<file path="src/hdl/range_scan_point_converter_macros.svh">
// Assertion macros shared by the range scan point converter modules.
`ifndef RANGE_SCAN_POINT_CONVERTER_MACROS_SVH
`define RANGE_SCAN_POINT_CONVERTER_MACROS_SVH

`ifndef SYNTHESIS

// Same-cycle implication, checked outside reset.
`define RSPC_ASSERT_IMPLY(label, clk, rst, ante, cons) \
   label: assert property (@(posedge clk) disable iff (rst) (ante) |-> (cons)) \
      else $error("rspc: same-cycle check failed");

// Next-cycle implication, checked outside reset.
`define RSPC_ASSERT_NEXT(label, clk, rst, ante, cons) \
   label: assert property (@(posedge clk) disable iff (rst) (ante) |=> (cons)) \
      else $error("rspc: next-cycle check failed");

`else

`define RSPC_ASSERT_IMPLY(label, clk, rst, ante, cons)
`define RSPC_ASSERT_NEXT(label, clk, rst, ante, cons)

`endif

`endif

</file>
<file path="src/hdl/rspc_pkg.sv">
// Shared types, register codes and constants of the range scan point converter.
`timescale 1ns / 1ps

package rspc_pkg;

   // Field widths.
   localparam int DIST_W      = 16;
   localparam int OFFSET_W    = 12;
   localparam int TOL_W       = 12;
   localparam int STEP_W      = 8;
   localparam int ANGLE_OUT_W = 8;
   // Internal angle width; holds a sweep end of up to a full turn.
   localparam int ANGLE_W     = 9;
   localparam int X_W         = 17;
   localparam int TRIG_W      = 16;
   localparam int TRIG_IDX_W  = 7;

   // Configuration port.
   localparam int CSR_DATA_W  = 16;
   localparam int CSR_INDEX_W = 3;

   localparam logic [CSR_INDEX_W-1:0] CSR_SENSOR_MODE     = 3'd0;
   localparam logic [CSR_INDEX_W-1:0] CSR_MOUNT_OFFSET    = 3'd1;
   localparam logic [CSR_INDEX_W-1:0] CSR_AGREE_TOLERANCE = 3'd2;
   localparam logic [CSR_INDEX_W-1:0] CSR_MIN_RANGE       = 3'd3;
   localparam logic [CSR_INDEX_W-1:0] CSR_MAX_RANGE       = 3'd4;
   localparam logic [CSR_INDEX_W-1:0] CSR_ANGLE_STEP      = 3'd5;

   // Register reset values.
   localparam logic                RST_SENSOR_MODE     = 1'b0;
   localparam logic [OFFSET_W-1:0] RST_MOUNT_OFFSET    = 12'd112;
   localparam logic [TOL_W-1:0]    RST_AGREE_TOLERANCE = 12'd160;
   localparam logic [DIST_W-1:0]   RST_MIN_RANGE       = 16'd160;
   localparam logic [DIST_W-1:0]   RST_MAX_RANGE       = 16'd1600;
   localparam logic [STEP_W-1:0]   RST_ANGLE_STEP      = 8'd3;

   // Item function and sensor mode codes.
   localparam logic FUNC_START      = 1'b0;
   localparam logic MODE_LASER      = 1'b0;
   localparam logic MODE_ULTRASONIC = 1'b1;

   // Readings combined into one ultrasonic point.
   localparam int SAMPLES_PER_POINT = 3;

   // floor(s/3) = (s * MEAN3_RECIP) >> MEAN3_SHIFT for every s below 2**19.
   localparam int MEAN3_SUM_W = DIST_W + 2;
   localparam int MEAN3_SHIFT = 19;
   localparam logic [MEAN3_SUM_W-1:0] MEAN3_RECIP = 18'd174763;

   // Q1.15 trig scaling with round half up.
   localparam int TRIG_FRAC_BITS = 15;
   localparam logic [2*DIST_W:0] ROUND_HALF = 33'd16384;

   // Angle folding points in degrees.
   localparam logic [ANGLE_W-1:0] DEG_90  = 9'd90;
   localparam logic [ANGLE_W-1:0] DEG_180 = 9'd180;
   localparam logic [ANGLE_W-1:0] DEG_270 = 9'd270;
   localparam logic [ANGLE_W-1:0] DEG_360 = 9'd360;

   // Quarter-wave sine, Q1.15 magnitudes, 1.0 held as 32768.
   localparam logic [TRIG_W-1:0] QUARTER_SINE [0:90] = '{
      16'd0,     16'd572,   16'd1144,  16'd1715,  16'd2286,  16'd2856,  16'd3425,
      16'd3993,  16'd4560,  16'd5126,  16'd5690,  16'd6252,  16'd6813,  16'd7371,
      16'd7927,  16'd8481,  16'd9032,  16'd9580,  16'd10126, 16'd10668, 16'd11207,
      16'd11743, 16'd12275, 16'd12803, 16'd13328, 16'd13848, 16'd14365, 16'd14876,
      16'd15384, 16'd15886, 16'd16384, 16'd16877, 16'd17364, 16'd17847, 16'd18324,
      16'd18795, 16'd19261, 16'd19720, 16'd20174, 16'd20622, 16'd21063, 16'd21498,
      16'd21926, 16'd22348, 16'd22763, 16'd23170, 16'd23571, 16'd23965, 16'd24351,
      16'd24730, 16'd25102, 16'd25466, 16'd25822, 16'd26170, 16'd26510, 16'd26842,
      16'd27166, 16'd27482, 16'd27789, 16'd28088, 16'd28378, 16'd28660, 16'd28932,
      16'd29197, 16'd29452, 16'd29698, 16'd29935, 16'd30163, 16'd30382, 16'd30592,
      16'd30792, 16'd30983, 16'd31164, 16'd31336, 16'd31499, 16'd31651, 16'd31795,
      16'd31928, 16'd32052, 16'd32166, 16'd32270, 16'd32365, 16'd32449, 16'd32524,
      16'd32588, 16'd32643, 16'd32688, 16'd32723, 16'd32748, 16'd32763, 16'd32768
   };

   typedef struct packed {
      logic                sensor_mode;
      logic [OFFSET_W-1:0] mount_offset;
      logic [TOL_W-1:0]    agree_tolerance;
      logic [DIST_W-1:0]   min_range;
      logic [DIST_W-1:0]   max_range;
      logic [STEP_W-1:0]   angle_step;
   } cfg_type;

   // One point job: a laser job carries its distance in all three readings.
   typedef struct packed {
      logic               multi;
      logic [DIST_W-1:0]  a;
      logic [DIST_W-1:0]  b;
      logic [DIST_W-1:0]  c;
      logic [ANGLE_W-1:0] angle;
      logic               last;
   } job_type;

   typedef struct packed {
      logic signed [X_W-1:0]  x_offset;
      logic [DIST_W-1:0]      y_offset;
      logic [DIST_W-1:0]      point_distance;
      logic [ANGLE_OUT_W-1:0] angle_degrees;
      logic                   point_valid;
      logic                   last_point;
   } result_type;

endpackage

</file>
<file path="src/hdl/rspc_fifo.sv">
// Small register queue used between the front and back parts and at the result side.
`timescale 1ns / 1ps
`include "range_scan_point_converter_macros.svh"

module rspc_fifo #(
   parameter int WIDTH = 8,
   parameter int DEPTH = 4
) (
   input  logic             clock,
   input  logic             reset,
   input  logic             push,
   input  logic [WIDTH-1:0] wdata,
   output logic             full,
   input  logic             pop,
   output logic [WIDTH-1:0] rdata,
   output logic             empty
);

   localparam int PTR_W = (DEPTH > 1) ? $clog2(DEPTH) : 1;
   localparam int CNT_W = $clog2(DEPTH + 1);

   logic [WIDTH-1:0] mem [DEPTH];
   logic [PTR_W-1:0] wr_ptr_ff, wr_ptr_in;
   logic [PTR_W-1:0] rd_ptr_ff, rd_ptr_in;
   logic [CNT_W-1:0] count_ff, count_in;
   logic             wr_en;
   logic             rd_en;

   assign full  = (count_ff == CNT_W'(DEPTH));
   assign empty = (count_ff == '0);
   assign wr_en = push && !full;
   assign rd_en = pop && !empty;
   assign rdata = mem[rd_ptr_ff];

   always_comb begin
      wr_ptr_in = wr_ptr_ff;
      rd_ptr_in = rd_ptr_ff;
      count_in  = count_ff;
      if (wr_en) begin
         wr_ptr_in = (wr_ptr_ff == PTR_W'(DEPTH - 1)) ? '0 : wr_ptr_ff + 1'b1;
      end
      if (rd_en) begin
         rd_ptr_in = (rd_ptr_ff == PTR_W'(DEPTH - 1)) ? '0 : rd_ptr_ff + 1'b1;
      end
      if (wr_en && !rd_en) begin
         count_in = count_ff + 1'b1;
      end else if (rd_en && !wr_en) begin
         count_in = count_ff - 1'b1;
      end
   end

   always_ff @(posedge clock) begin
      if (reset) begin
         wr_ptr_ff <= '0;
         rd_ptr_ff <= '0;
         count_ff  <= '0;
      end else begin
         wr_ptr_ff <= wr_ptr_in;
         rd_ptr_ff <= rd_ptr_in;
         count_ff  <= count_in;
      end
   end

   always_ff @(posedge clock) begin
      if (wr_en) begin
         mem[wr_ptr_ff] <= wdata;
      end
   end

   `RSPC_ASSERT_NEXT(a_fifo_count_up, clock, reset, wr_en && !rd_en, count_ff == $past(count_ff) + 1'b1)

endmodule

</file>
<file path="src/hdl/rspc_front.sv">
// Front part: takes items, tracks the sweep and ultrasonic samples, and issues point jobs.
`timescale 1ns / 1ps
`include "range_scan_point_converter_macros.svh"

module rspc_front import rspc_pkg::*; #(
   parameter int TRIG_TABLE_ENTRIES = 181
) (
   input  logic              clock,
   input  logic              reset,
   input  cfg_type           cfg,
   input  logic              req_push,
   input  logic              req_func,
   input  logic [DIST_W-1:0] req_raw_distance,
   input  logic              job_full,
   output logic              job_push,
   output job_type           job_data
);

   localparam int SWEEP_END = TRIG_TABLE_ENTRIES - 1;

   logic                scan_active_ff, scan_active_in;
   logic [STEP_W-1:0]   point_index_ff, point_index_in;
   logic [1:0]          sample_count_ff, sample_count_in;
   logic [DIST_W-1:0]   held_ff [2];
   logic                held_wr;

   logic                accept;
   logic [DIST_W:0]     dist_sum;
   logic [DIST_W-1:0]   dist_corr;
   logic [STEP_W-1:0]   step_eff;
   logic [2*STEP_W-1:0] angle_prod;
   logic [ANGLE_W-1:0]  angle;
   logic [ANGLE_W:0]    angle_next;
   logic                last;
   logic                multi;

   assign accept = req_push && !job_full;

   // Mount offset added with saturation at full scale.
   assign dist_sum  = {1'b0, req_raw_distance} + {{(DIST_W + 1 - OFFSET_W){1'b0}}, cfg.mount_offset};
   assign dist_corr = dist_sum[DIST_W] ? '1 : dist_sum[DIST_W-1:0];

   assign step_eff   = (cfg.angle_step == '0) ? STEP_W'(1) : cfg.angle_step;
   assign angle_prod = {{STEP_W{1'b0}}, point_index_ff} * {{STEP_W{1'b0}}, step_eff};
   assign angle      = (angle_prod > (2*STEP_W)'(SWEEP_END)) ? ANGLE_W'(SWEEP_END)
                                                            : angle_prod[ANGLE_W-1:0];
   assign angle_next = {1'b0, angle} + (ANGLE_W + 1)'(step_eff);
   assign last       = (angle_next > (ANGLE_W + 1)'(SWEEP_END));
   assign multi      = (cfg.sensor_mode == MODE_ULTRASONIC);

   // A laser job carries the one reading in every slot.
   always_comb begin
      job_data.multi = multi;
      job_data.a     = multi ? held_ff[0] : dist_corr;
      job_data.b     = multi ? held_ff[1] : dist_corr;
      job_data.c     = dist_corr;
      job_data.angle = angle;
      job_data.last  = last;
   end

   always_comb begin
      scan_active_in  = scan_active_ff;
      point_index_in  = point_index_ff;
      sample_count_in = sample_count_ff;
      held_wr         = 1'b0;
      job_push        = 1'b0;
      if (accept) begin
         if (req_func == FUNC_START) begin
            scan_active_in  = 1'b1;
            point_index_in  = '0;
            sample_count_in = '0;
         end else if (scan_active_ff) begin
            if (!multi || (sample_count_ff == 2'(SAMPLES_PER_POINT - 1))) begin
               sample_count_in = '0;
               job_push        = 1'b1;
               point_index_in  = last ? '0 : point_index_ff + 1'b1;
               scan_active_in  = !last;
            end else begin
               held_wr         = 1'b1;
               sample_count_in = sample_count_ff + 1'b1;
            end
         end
      end
   end

   always_ff @(posedge clock) begin
      if (reset) begin
         scan_active_ff  <= 1'b0;
         point_index_ff  <= '0;
         sample_count_ff <= '0;
      end else begin
         scan_active_ff  <= scan_active_in;
         point_index_ff  <= point_index_in;
         sample_count_ff <= sample_count_in;
      end
   end

   always_ff @(posedge clock) begin
      if (held_wr) begin
         held_ff[sample_count_ff[0]] <= dist_corr;
      end
   end

   `RSPC_ASSERT_IMPLY(a_job_in_sweep, clock, reset, job_push, scan_active_ff)
   `RSPC_ASSERT_NEXT(a_last_closes_sweep, clock, reset, job_push && job_data.last, !scan_active_ff && (point_index_ff == '0))

endmodule

</file>
<file path="src/hdl/rspc_back.sv">
// Back part: consensus, range gate and polar to plane conversion, four stages deep.
`timescale 1ns / 1ps
`include "range_scan_point_converter_macros.svh"

module rspc_back import rspc_pkg::*; #(
   parameter int RSP_DEPTH = 4
) (
   input  logic       clock,
   input  logic       reset,
   input  cfg_type    cfg,
   input  logic       job_empty,
   input  job_type    job_data,
   output logic       job_pop,
   input  logic       rsp_pop,
   output logic       rsp_empty,
   output result_type rsp_data
);

   localparam int PROD_W = 2 * DIST_W;

   logic en;
   logic rsp_full;
   logic rsp_push;

   // Stage 1: distances between readings and sums.
   logic                   s1_valid_ff;
   logic                   s1_multi_ff;
   logic [DIST_W-1:0]      s1_a_ff;
   logic [DIST_W-1:0]      s1_dab_ff, s1_dca_ff, s1_dcb_ff;
   logic [MEAN3_SUM_W-1:0] s1_sum3_ff;
   logic [DIST_W:0]        s1_sum_ab_ff, s1_sum_ac_ff, s1_sum_bc_ff;
   logic [ANGLE_W-1:0]     s1_angle_ff;
   logic                   s1_last_ff;

   // Stage 2: rule outcome and scaled sum of three.
   logic                     s2_valid_ff;
   logic                     s2_ok_ff;
   logic                     s2_use_mean3_ff;
   logic [DIST_W-1:0]        s2_pair_ff;
   logic [2*MEAN3_SUM_W-1:0] s2_prod_ff;
   logic [ANGLE_W-1:0]       s2_angle_ff;
   logic                     s2_last_ff;

   // Stage 3: final distance, gate and trig magnitudes.
   logic                s3_valid_ff;
   logic [DIST_W-1:0]   s3_d_ff;
   logic                s3_in_range_ff;
   logic [TRIG_W-1:0]   s3_smag_ff, s3_cmag_ff;
   logic                s3_sneg_ff, s3_cneg_ff;
   logic [ANGLE_W-1:0]  s3_angle_ff;
   logic                s3_last_ff;

   // Stage 4: products.
   logic                s4_valid_ff;
   logic [PROD_W-1:0]   s4_ymul_ff, s4_xmul_ff;
   logic [DIST_W-1:0]   s4_d_ff;
   logic                s4_in_range_ff;
   logic                s4_sneg_ff, s4_cneg_ff;
   logic [ANGLE_W-1:0]  s4_angle_ff;
   logic                s4_last_ff;

   assign en       = !(s4_valid_ff && rsp_full);
   assign job_pop  = !job_empty && en;
   assign rsp_push = s4_valid_ff;

   // ---- stage 1 logic
   logic [DIST_W-1:0] dab, dca, dcb;

   assign dab = (job_data.a > job_data.b) ? job_data.a - job_data.b : job_data.b - job_data.a;
   assign dca = (job_data.c > job_data.a) ? job_data.c - job_data.a : job_data.a - job_data.c;
   assign dcb = (job_data.c > job_data.b) ? job_data.c - job_data.b : job_data.b - job_data.c;

   always_ff @(posedge clock) begin
      if (en) begin
         s1_multi_ff  <= job_data.multi;
         s1_a_ff      <= job_data.a;
         s1_dab_ff    <= dab;
         s1_dca_ff    <= dca;
         s1_dcb_ff    <= dcb;
         s1_sum3_ff   <= MEAN3_SUM_W'(job_data.a) + MEAN3_SUM_W'(job_data.b)
                       + MEAN3_SUM_W'(job_data.c);
         s1_sum_ab_ff <= {1'b0, job_data.a} + {1'b0, job_data.b};
         s1_sum_ac_ff <= {1'b0, job_data.a} + {1'b0, job_data.c};
         s1_sum_bc_ff <= {1'b0, job_data.b} + {1'b0, job_data.c};
         s1_angle_ff  <= job_data.angle;
         s1_last_ff   <= job_data.last;
      end
   end

   // ---- stage 2 logic: later rules take precedence over earlier ones.
   logic [DIST_W-1:0] tol;
   logic              r_all, r_bc, r_ac, r_ab;
   logic              ok2, use_mean3_2;
   logic [DIST_W-1:0] pair2;

   assign tol   = {{(DIST_W - TOL_W){1'b0}}, cfg.agree_tolerance};
   assign r_all = (s1_dab_ff < tol) && (s1_dca_ff < tol);
   assign r_bc  = (s1_dab_ff > tol) && (s1_dcb_ff < tol);
   assign r_ac  = (s1_dab_ff > tol) && (s1_dca_ff < tol);
   assign r_ab  = (s1_dca_ff > tol) && (s1_dab_ff < tol);

   always_comb begin
      ok2         = 1'b1;
      use_mean3_2 = 1'b0;
      pair2       = s1_a_ff;
      if (s1_multi_ff) begin
         if (r_ab) begin
            pair2 = s1_sum_ab_ff[DIST_W:1];
         end else if (r_ac) begin
            pair2 = s1_sum_ac_ff[DIST_W:1];
         end else if (r_bc) begin
            pair2 = s1_sum_bc_ff[DIST_W:1];
         end else if (r_all) begin
            use_mean3_2 = 1'b1;
         end else begin
            ok2 = 1'b0;
         end
      end
   end

   always_ff @(posedge clock) begin
      if (en) begin
         s2_ok_ff        <= ok2;
         s2_use_mean3_ff <= use_mean3_2;
         s2_pair_ff      <= pair2;
         s2_prod_ff      <= {{MEAN3_SUM_W{1'b0}}, s1_sum3_ff}
                          * {{MEAN3_SUM_W{1'b0}}, MEAN3_RECIP};
         s2_angle_ff     <= s1_angle_ff;
         s2_last_ff      <= s1_last_ff;
      end
   end

   // ---- stage 3 logic
   logic [DIST_W-1:0]  d3;
   logic [ANGLE_W-1:0] ang;
   logic [ANGLE_W-1:0] sidx, cidx;
   logic               sneg3, cneg3;

   always_comb begin
      if (!s2_ok_ff) begin
         d3 = '0;
      end else if (s2_use_mean3_ff) begin
         d3 = s2_prod_ff[MEAN3_SHIFT +: DIST_W];
      end else begin
         d3 = s2_pair_ff;
      end
   end

   // Fold the angle onto the quarter-wave table.
   always_comb begin
      ang = (s2_angle_ff == DEG_360) ? '0 : s2_angle_ff;
      if (ang <= DEG_90) begin
         sidx = ang;           sneg3 = 1'b0;
         cidx = DEG_90 - ang;  cneg3 = 1'b0;
      end else if (ang <= DEG_180) begin
         sidx = DEG_180 - ang; sneg3 = 1'b0;
         cidx = ang - DEG_90;  cneg3 = 1'b1;
      end else if (ang <= DEG_270) begin
         sidx = ang - DEG_180; sneg3 = 1'b1;
         cidx = DEG_270 - ang; cneg3 = 1'b1;
      end else begin
         sidx = DEG_360 - ang; sneg3 = 1'b1;
         cidx = ang - DEG_270; cneg3 = 1'b0;
      end
   end

   always_ff @(posedge clock) begin
      if (en) begin
         s3_d_ff        <= d3;
         s3_in_range_ff <= s2_ok_ff && (d3 >= cfg.min_range) && (d3 <= cfg.max_range);
         s3_smag_ff     <= QUARTER_SINE[sidx[TRIG_IDX_W-1:0]];
         s3_cmag_ff     <= QUARTER_SINE[cidx[TRIG_IDX_W-1:0]];
         s3_sneg_ff     <= sneg3;
         s3_cneg_ff     <= cneg3;
         s3_angle_ff    <= s2_angle_ff;
         s3_last_ff     <= s2_last_ff;
      end
   end

   // ---- stage 4: products
   always_ff @(posedge clock) begin
      if (en) begin
         s4_ymul_ff     <= {{DIST_W{1'b0}}, s3_smag_ff} * {{TRIG_W{1'b0}}, s3_d_ff};
         s4_xmul_ff     <= {{DIST_W{1'b0}}, s3_cmag_ff} * {{TRIG_W{1'b0}}, s3_d_ff};
         s4_d_ff        <= s3_d_ff;
         s4_in_range_ff <= s3_in_range_ff;
         s4_sneg_ff     <= s3_sneg_ff;
         s4_cneg_ff     <= s3_cneg_ff;
         s4_angle_ff    <= s3_angle_ff;
         s4_last_ff     <= s3_last_ff;
      end
   end

   always_ff @(posedge clock) begin
      if (reset) begin
         s1_valid_ff <= 1'b0;
         s2_valid_ff <= 1'b0;
         s3_valid_ff <= 1'b0;
         s4_valid_ff <= 1'b0;
      end else if (en) begin
         s1_valid_ff <= job_pop;
         s2_valid_ff <= s1_valid_ff;
         s3_valid_ff <= s2_valid_ff;
         s4_valid_ff <= s3_valid_ff;
      end
   end

   // ---- rounding, saturation and signs into the result queue
   logic [PROD_W:0]   yround, xround;
   logic [DIST_W-1:0] ymag, xmag;
   logic [X_W-1:0]    xmag_ext;
   result_type        res;

   assign yround = {1'b0, s4_ymul_ff} + ROUND_HALF;
   assign xround = {1'b0, s4_xmul_ff} + ROUND_HALF;

   always_comb begin
      ymag = (yround[PROD_W:TRIG_FRAC_BITS + DIST_W] != '0) ? '1
           : yround[TRIG_FRAC_BITS +: DIST_W];
      xmag = (xround[PROD_W:TRIG_FRAC_BITS + DIST_W] != '0) ? '1
           : xround[TRIG_FRAC_BITS +: DIST_W];
      if (s4_sneg_ff) begin
         ymag = '0;
      end
      xmag_ext           = {1'b0, xmag};
      res.x_offset       = s4_cneg_ff ? $signed(xmag_ext) : $signed(-xmag_ext);
      res.y_offset       = ymag;
      res.point_distance = s4_d_ff;
      res.angle_degrees  = s4_angle_ff[ANGLE_OUT_W-1:0];
      res.point_valid    = s4_in_range_ff;
      res.last_point     = s4_last_ff;
   end

   logic [$bits(result_type)-1:0] rsp_rdata;

   rspc_fifo #(
      .WIDTH($bits(result_type)),
      .DEPTH(RSP_DEPTH)
   ) u_rsp_fifo (
      .clock (clock),
      .reset (reset),
      .push  (rsp_push),
      .wdata (res),
      .full  (rsp_full),
      .pop   (rsp_pop),
      .rdata (rsp_rdata),
      .empty (rsp_empty)
   );

   assign rsp_data = result_type'(rsp_rdata);

   `RSPC_ASSERT_NEXT(a_stall_keeps_point, clock, reset, s4_valid_ff && rsp_full, s4_valid_ff)

endmodule

</file>
<file path="src/hdl/range_scan_point_converter.sv">
// Top level of the range scan point converter: register file, front, job queue and back.
`timescale 1ns / 1ps
// A reading that completes a point passes the job queue, back stages and result queue.
// Throughput: one item per cycle; req_full only rises when results are not popped and the
// job queue (JOB_DEPTH entries) and result queue (RSP_DEPTH entries) have filled.
// Start items and readings that only fill an ultrasonic sample produce no result.
// Reset is synchronous: sweep state, queues and stage valids clear and registers reload defaults.

module range_scan_point_converter import rspc_pkg::*; #(
   parameter int TRIG_TABLE_ENTRIES = 181,
   parameter int JOB_DEPTH          = 4,
   parameter int RSP_DEPTH          = 4
) (
   input  logic                          clock,
   input  logic                          reset,
   // Configuration writes.
   input  logic                          csr_wr_en,
   input  logic [CSR_INDEX_W-1:0]        csr_index,
   input  logic [CSR_DATA_W-1:0]         csr_wdata,
   // Input items.
   input  logic                          req_push,
   output logic                          req_full,
   input  logic                          req_func,
   input  logic [DIST_W-1:0]             req_raw_distance,
   // Result items.
   output logic                          rsp_empty,
   input  logic                          rsp_pop,
   output logic signed [X_W-1:0]         rsp_x_offset,
   output logic [DIST_W-1:0]             rsp_y_offset,
   output logic [DIST_W-1:0]             rsp_point_distance,
   output logic [ANGLE_OUT_W-1:0]        rsp_angle_degrees,
   output logic                          rsp_point_valid,
   output logic                          rsp_last_point
);

   // The register file. Writes are expected only while the block is idle, so both
   // parts simply read the live values.
   cfg_type cfg_ff, cfg_in;

   always_comb begin
      cfg_in = cfg_ff;
      if (csr_wr_en) begin
         unique case (csr_index)
            CSR_SENSOR_MODE:     cfg_in.sensor_mode     = csr_wdata[0];
            CSR_MOUNT_OFFSET:    cfg_in.mount_offset    = csr_wdata[OFFSET_W-1:0];
            CSR_AGREE_TOLERANCE: cfg_in.agree_tolerance = csr_wdata[TOL_W-1:0];
            CSR_MIN_RANGE:       cfg_in.min_range       = csr_wdata[DIST_W-1:0];
            CSR_MAX_RANGE:       cfg_in.max_range       = csr_wdata[DIST_W-1:0];
            CSR_ANGLE_STEP:      cfg_in.angle_step      = csr_wdata[STEP_W-1:0];
            default:             cfg_in = cfg_ff;
         endcase
      end
   end

   always_ff @(posedge clock) begin
      if (reset) begin
         cfg_ff.sensor_mode     <= RST_SENSOR_MODE;
         cfg_ff.mount_offset    <= RST_MOUNT_OFFSET;
         cfg_ff.agree_tolerance <= RST_AGREE_TOLERANCE;
         cfg_ff.min_range       <= RST_MIN_RANGE;
         cfg_ff.max_range       <= RST_MAX_RANGE;
         cfg_ff.angle_step      <= RST_ANGLE_STEP;
      end else begin
         cfg_ff <= cfg_in;
      end
   end

   // The front part handles every item in the cycle it is taken: it tracks the sweep
   // position and held ultrasonic samples and turns each completed point into a job.
   logic    job_push;
   logic    job_full;
   logic    job_pop;
   logic    job_empty;
   job_type job_wdata;
   logic [$bits(job_type)-1:0] job_rdata;

   assign req_full = job_full;

   rspc_front #(
      .TRIG_TABLE_ENTRIES(TRIG_TABLE_ENTRIES)
   ) u_front (
      .clock            (clock),
      .reset            (reset),
      .cfg              (cfg_ff),
      .req_push         (req_push),
      .req_func         (req_func),
      .req_raw_distance (req_raw_distance),
      .job_full         (job_full),
      .job_push         (job_push),
      .job_data         (job_wdata)
   );

   // The job queue lets the front keep taking items while the back is stalled.
   rspc_fifo #(
      .WIDTH($bits(job_type)),
      .DEPTH(JOB_DEPTH)
   ) u_job_fifo (
      .clock (clock),
      .reset (reset),
      .push  (job_push),
      .wdata (job_wdata),
      .full  (job_full),
      .pop   (job_pop),
      .rdata (job_rdata),
      .empty (job_empty)
   );

   // The back part runs consensus, the range gate and the trig products in a
   // stalling four-stage pipeline that ends in the result queue.
   result_type rsp_data;

   rspc_back #(
      .RSP_DEPTH(RSP_DEPTH)
   ) u_back (
      .clock     (clock),
      .reset     (reset),
      .cfg       (cfg_ff),
      .job_empty (job_empty),
      .job_data  (job_type'(job_rdata)),
      .job_pop   (job_pop),
      .rsp_pop   (rsp_pop),
      .rsp_empty (rsp_empty),
      .rsp_data  (rsp_data)
   );

   assign rsp_x_offset       = rsp_data.x_offset;
   assign rsp_y_offset       = rsp_data.y_offset;
   assign rsp_point_distance = rsp_data.point_distance;
   assign rsp_angle_degrees  = rsp_data.angle_degrees;
   assign rsp_point_valid    = rsp_data.point_valid;
   assign rsp_last_point     = rsp_data.last_point;

endmodule
</file>
<file path="config.mk">
export PLATFORM = sky130hd
export DESIGN_NAME = range_scan_point_converter
export DESIGN_NICKNAME = d
export VERILOG_FILES = /design/src/hdl/rspc_pkg.sv /design/src/hdl/rspc_fifo.sv /design/src/hdl/rspc_front.sv /design/src/hdl/rspc_back.sv /design/src/hdl/range_scan_point_converter.sv
export VERILOG_INCLUDE_DIRS = /design/src /design/src/hdl
export SDC_FILE = /design/constraint.sdc
export NUM_CORES = 2
export LEC_CHECK = 0
export ABC_AREA = 1
export ABC_CLOCK_PERIOD_IN_PS = 8550
export BUFFER_PORTS_ARGS = -buffer_cell sky130_fd_sc_hd__buf_2
export CAP_MARGIN = 20
export CORE_MARGIN = 5
export CORE_UTILIZATION = 56
export CTS_BUF_LIST = sky130_fd_sc_hd__clkbuf_8
export CTS_CLUSTER_SIZE = 10
export DETAILED_ROUTE_END_ITERATION = 8
export GPL_TIMING_DRIVEN = 0
export PLACE_DENSITY = 0.72
export SYNTH_ARGS = -nofsm -noshare
export SYNTH_HDL_FRONTEND = slang
export SYNTH_SLANG_ARGS = --single-unit
</file>
<file path="constraint.sdc">
create_clock -name clock -period 8.55 [get_ports clock]
set_input_delay 0 -clock clock [delete_from_list [all_inputs] [get_ports clock]]
set_output_delay 0 -clock clock [all_outputs]
set_load 0.005 [all_outputs]
</file>
## Word-level counts from Yosys, hierarchy flattened

Memory sizes are Yosys's and may differ from the RTL's. A register that Yosys moved wholly into a read port is not among the register bits.
Index checks and enable logic that the tools add are counted.

| storage, ports and cells | value |
|---|---|
| bits in registers | 421 |
| output and inout port bits | 61 |
| word-level logic and storage cells | 238 |
| memory bits (read-only) | 4096 |
| memories kept | 5 |
| RAM bits | 504 |

Memory list:

| memory | depth | width | rd ports | clocked after memory_dff | wr ports | line | text |
|---|---|---|---|---|---|---|---|
| (no name shown) | 128 | 16 | 1 | 1 | 0 | rspc_back.sv:171 | `s3_smag_ff <= QUARTER_SINE[sidx[TRIG_IDX_W-1:0]];` |
| (no name shown) | 128 | 16 | 1 | 1 | 0 | rspc_back.sv:172 | `s3_cmag_ff <= QUARTER_SINE[cidx[TRIG_IDX_W-1:0]];` |
| u_back.u_rsp_fifo.mem | 4 | 59 | 1 | 1 | 1 | rspc_fifo.sv:22 | `logic [WIDTH-1:0] mem [DEPTH];` |
| u_job_fifo.mem | 4 | 59 | 1 | 1 | 1 | rspc_fifo.sv:22 |  |
| u_front.held_ff | 2 | 16 | 2 | 0 | 1 | rspc_front.sv:24 | `logic [DIST_W-1:0] held_ff [2];` |

| cells by class | value |
|---|---|
| mux-type cells | 65 |
| reduce and logical (&&, ||, !) cells | 48 |
| equal/unequal tests | 15 |
| add/sub/neg operators | 33 |
| multiply operators | 4 |
| bitwise gates (word level) | 3 |
| order comparisons | 15 |

Operators with widths:

| kind | count |
|---|---|
| 2-to-1 mux 16 bit | 15 |
| subtractor 16 bit | 6 |
| adder 16 x 16 -> 17 bit | 4 |
| adder 32 x 15 -> 33 bit, second input constant | 2 |
| multiplier 16 x 16 -> 32 bit | 2 |
| greater-than comparator 16 bit | 3 |
| < comparator 16 x 12 -> 1 bit | 3 |
| 2-to-1 mux 7 bit | 6 |
| 2-to-1 mux 8 bit | 5 |
| multiplier 18 x 18 -> 35 bit, second input constant | 1 |
| greater-than comparator 16 x 12 -> 1 bit | 2 |
| 2-to-1 mux 2 bit | 11 |
| 2-to-1 mux 1 bit | 21 |
| adder 18 x 16 -> 18 bit | 1 |
| 2-to-1 mux 9 bit | 2 |
| adder 16 x 12 -> 17 bit | 1 |
| logical AND 1 bit | 17 |
| 2-to-1 mux 17 bit | 1 |
| negator 16 -> 17 bit | 1 |
| >= comparator 16 bit | 1 |
| greater-than comparator 16 x 8 -> 1 bit, second input constant | 1 |
| less-or-equal comparator 16 bit | 1 |
| multiplier 8 x 8 -> 16 bit | 1 |
| NOT 7 -> 8 bit | 2 |
| 31 further kinds | 73 |

## Longest topological paths before layout

| depth | value |
|---|---|
| depth after elaboration | 11 |
| mapped depth | 42 |
| depth with buffers taken out | 41 |

## Cells and area by module

A second synthesis with hierarchy kept.

| unflattened totals | value |
|---|---|
| cells, all modules | 8480 |
| area total of the unflattened synthesis | 74849.3 µm² |

Modules (own cells, without submodules):

| module | times used | area an instance (µm²) | cells an instance |
|---|---|---|---|
| rspc_back | 1 | 48216.2 | 6052 |
| rspc_fifo | 2 | 9221.3 | 641 |
| rspc_front | 1 | 5571.6 | 769 |
| range_scan_point_converter | 1 | 2618.8 | 377 |

## Worst setup path after synthesis

OpenSTA, ideal clock, no wires.

| timing path | value |
|---|---|
| path type | reg2reg |
| from | register u_back.u_rsp_fifo.count_ff[0] |
| to | register u_job_fifo.count_ff[1] |
| data arrival time | 8551 ps |
| setup slack | -117 ps |
| stages on the path, launching flop included | 11 |
| buffers on the path | 0 |
| setup time | 116 ps |
| period minus slack after synthesis | 8667 ps |
| cell sequence | dfxtp_1 > nor2_1 > nand2_1 > nor2_1 > inv_1 > nand2_1 > ha_1 > inv_1 > fa_1 > o21ai_0 > nor2_1 |

| between the ends | value |
|---|---|
| word-level cells in the longest chain between the ends | 8 |

Ends and longest elaborated chain:

| element | line | text |
|---|---|---|
| start, declared | rspc_fifo.sv:25 | `logic [CNT_W-1:0] count_ff, count_in;` |
| start signal, assigned | rspc_fifo.sv:60 | `count_ff <= count_in;` |
| equality test 3 bit | rspc_fifo.sv:29 | `assign full = (count_ff == CNT_W'(DEPTH));` |
| logical AND 1 bit | rspc_back.sv:62 | `assign en = !(s4_valid_ff && rsp_full);` |
| zero test 1 bit | rspc_back.sv:62 |  |
| logical AND 1 bit | rspc_back.sv:63 | `assign job_pop = !job_empty && en;` |
| logical AND 1 bit | rspc_fifo.sv:32 | `assign rd_en = pop && !empty;` |
| zero test 1 bit | rspc_fifo.sv:45 | `if (wr_en && !rd_en) begin` |
| logical AND 1 bit | rspc_fifo.sv:45 |  |
| 2-to-1 mux 3 bit | rspc_fifo.sv:45 |  |
| net u_job_fifo.count_in[1] | rspc_fifo.sv:25 |  |
| end signal, assigned | rspc_fifo.sv:60 |  |
| end, declared | rspc_fifo.sv:25 |  |

The timed path passes the listed nets, and every way through them passes these cells.
A chain may end at the register's enable or synchronous reset.

==> results.toml <==
[setup_path]
critPathSlowestCell = "dlygate4sd3_1"
crit_top_cell = "nand2_1"
critPathCaptureType = "flip-flop"
crit_fanout = 10
crit_buf_inv = 6
cpPeakStageDelay_ns = 0.58
critPathLaunchType = "flip-flop"
worstPathArrival_ns = 8.78
crit_family = "adder cells"
worstPathRequired_ns = 9.38
critPathKind = "reg -> reg"

[drt]
vias = 57980
routed_wl_um = 211900
first_pass_iters = 8
ant_nets = 1
drc = 0
routedWlPerCell_um = 20.68
avgViaCountPerCell = 5.659
drtIter0Drc = 4842

[finish]
drive_gt1_share_pct = 5.699
utilization_pct = 61.64
final_cell_area_mm2 = 0.07961
syn_to_final_growth_pct = 9.672
final_nets = 9636
fillers = 11040

[grt]
grt_start_max_net_pins = 45
grt_pass1_wl_um = 327500
overflow = 0
antenna_found_initial = 6
track_usage_pct = 30.91
first_global_vias = 58660

[sta]
hold_violations = 0
finalSetupTns_ns = 0
clock.fmax_mhz = 125.8
drv_slew = 12
skew_ns = 0.05812
fin_crit_sh_pct = 93.00
min_period_ns = 7.952
slew_headroom_pct = -4.309
worst_pin_slew_ns = 1.565
setup_violations = 0

[clock_network]
clk_path_buf_depth = 3
cts_buffers = 151
postCtsSetupBuffers = 0
clock_latency_ns = 0.90
root_buffer = "clkbuf_8"
clock-sinks = 911
h-tree-depth = 4
cts_tree = "done"
clkTransAtPathRegs_ns = 0.07

[floorplan]
coreArea_mm2 = 0.1292
initial_core_util_pct = 56.20
die_x_um = 370.0
rows = 132
die-area_mm2 = 0.1369
ios = 102
die_h_um = 370.0

[status]
status = "finished, violations left"
violations = "antenna rules, slew limit"

[synthesis]
synth.distinct_cells = 64
syn_inst = 8023
synth-edff-count = 813
syn_area_mm2 = 0.07259
ys_seq_area_share_pct = 36.34
synthArstFlopShare_pct = 0
ys_warn_count = 0
synth_seq_cells = 911
avgSynthCellArea_um2 = 9.048
synth_ff_type = "edfxtp_1"

[place]
dp_hpwl_um = 165000
place_congestion = 0.9896
numPortBuffers = 100
dpl_cell_area_mm2 = 0.07595

[worst_hold_path]
min_path_type = "in -> reg"

[job]
drv_cap = 0
cells in the mapped netlist, types with 4 or more instances:
library cell / n / area [µm²]
clkbuf_1: 269 / 1010
a21boi_0: 18 / 135.1
xor2_1: 185 / 1620
nor3_1: 48 / 240.2
nand4_1: 39 / 244.0
a21o_1: 22 / 165.2
buf_4: 17 / 127.6
o221ai_1: 9 / 78.83
nor4_1: 18 / 112.6
a32oi_1: 48 / 420.4
nand2_2: 22 / 137.6
xnor2_1: 45 / 394.1
buf_1: 13 / 48.80
buf_2: 25 / 125.1
o22ai_1: 72 / 450.4
inv_2: 12 / 45.04
edfxtp_1: 813 / 24410
buf_6: 11 / 123.9
fa_1: 546 / 10930
o2111ai_1: 4 / 35.03
o21a_1: 14 / 105.1
mux2i_1: 17 / 170.2
nor2_1: 493 / 1851
nand3_1: 317 / 1587
nand2_4: 8 / 90.09
a31oi_1: 26 / 162.7
nor2_2: 6 / 37.54
a211oi_1: 11 / 82.58
or2_2: 13 / 81.33
o21ai_0: 442 / 2212
inv_1: 1399 / 5251
o21ai_1: 15 / 75.07
clkinv_1: 4 / 15.01
o21bai_1: 20 / 150.1
dfxtp_1: 98 / 1962
a2111oi_0: 6 / 52.55
a21oi_1: 402 / 2012
nand2_1: 1693 / 6355
ha_1: 674 / 8433
o31ai_1: 11 / 82.58
o211ai_1: 70 / 525.5
nand3_2: 9 / 90.09
logic make-up (layout without fill, tap and decap cells):
logic type | after synthesis | after routing | synth area share [%]
buffers and inverters | 1752 | 2219 | 9.311
muxes | 18 | 18 | 0.2499
adders and majority gates | 1220 | 1220 | 26.68
and+or+nand+nor | 2674 | 2674 | 15.02
DFF | 911 | 911 | 36.34
other | 1 | 13 | 0.005166
xor gates and xnor gates | 230 | 230 | 2.775
AOI/OAI and AO/OA | 1217 | 1217 | 9.632
registers in the layout (all words and copies together), names as in the netlist, 16 cells and up, named ones only:
signal	cells
u_back.s3_d_ff	16
u_back.s1_a_ff	16
u_job_fifo.mem	236
u_back.s1_dab_ff	16
u_front.held_ff	32
u_back.s1_dcb_ff	16
u_back.u_rsp_fifo.mem	236
u_back.s1_dca_ff	16
u_back.s2_prod_ff	16
u_back.s3_smag_ff	16
u_back.s3_cmag_ff	16
cfg_ff	65
u_back.s1_sum_ab_ff	16
u_back.s1_sum3_ff	18
u_back.s4_d_ff	16
u_back.s4_ymul_ff	18
u_back.s1_sum_ac_ff	16
u_back.s4_xmul_ff	18
u_back.s1_sum_bc_ff	16
u_back.s2_pair_ff	16
what timing repair did:
action                     in CTS  in global routing
hold buffers                   64                  0
hold endpoints to repair      260                  0
setup endpoints to repair       0                 13
resized for setup               0                 10
area by class of cell:
| class | instances | area, µm² | share of cell area, % |
|---|---|---|---|
| Clock inverter | 105 | 705.7 | 0.8864 |
| Multi-Input combinational cell | 5363 | 39540 | 49.67 |
| Inverter | 1417 | 5328 | 6.692 |
| Antenna cell | 9 | 22.52 | 0.02829 |
| Tap cell | 1742 | 2180 | 2.738 |
| Timing Repair Buffer | 197 | 1733 | 2.177 |
| Buffer | 334 | 1435 | 1.803 |
| Sequential cell | 911 | 26380 | 33.13 |
| Clock buffer | 166 | 2285 | 2.870 |
placed cells by master, fill, tap and decap left out, types with 23 or more instances in the layout:
cell,count
ha_1,674
clkinv_1,24
a31oi_1,26
buf_2,125
fa_1,546
edfxtp_1,813
a32oi_1,48
xor2_1,185
nand4_1,39
clkbuf_1,265
inv_1,1449
a21oi_1,402
nand2_1,1693
nand3_1,317
nor3_1,48
dlygate4sd3_1,64
o22ai_1,71
o211ai_1,70
nor2_1,480
clkbuf_8,166
buf_4,23
o21ai_0,442
dfxtp_1,97
xnor2_1,45
worst register-to-register path, delay by kind of cell, from the launching register on:
| kind | cells | cell delay [ns] |
|---|---|---|
| XOR/XNOR | 2 | 0.31 |
| flip-flops | 1 | 0.47 |
| AO/OA/AOI/OAI | 8 | 1.68 |
| adder cells (fa/ha/maj) | 5 | 2.21 |
| AND/OR/NAND/NOR | 17 | 2.18 |
| buffers and inverters | 6 | 1.07 |
final timing paths:
path | endpoint | slack (ns) | start | cells after the start
worst min-delay path | cfg_ff[3] | 0.10 | csr_wdata[3] | 4
worst max-delay path | u_front.point_index_ff[1] | 0.60 | cfg_ff[1] | 38
worst min register to register | u_back.s4_in_range_ff | 0.40 | u_back.s3_in_range_ff | 0
worst max register to register | u_front.point_index_ff[1] | 0.60 | cfg_ff[1] | 38
through the flow:
stage	hold slack, ns	cells	setup slack [ns]
floorplan	0.1261	8026	1.946
global placement	0.3118	9868	-1.175
detailed placement	0.3207	9901	0.4654
CTS	0.01840	10240	0.1387
global route	0.08014	10240	-0.01139
finish	0.1006	10240	0.5981
routing by layer:
layer,track usage [%],vias to the layer above,share of wire [%]
met5,0,-,0.017
met3,5.392,661,8.0
met2,51.73,2683,47
li1,-,26780,-
met1,38.38,27840,39
met4,16.66,4,6.1
Power is left out: the tool's default activity adds up to more than one toggle a clock period on the data nets, which glitch-free logic cannot reach.
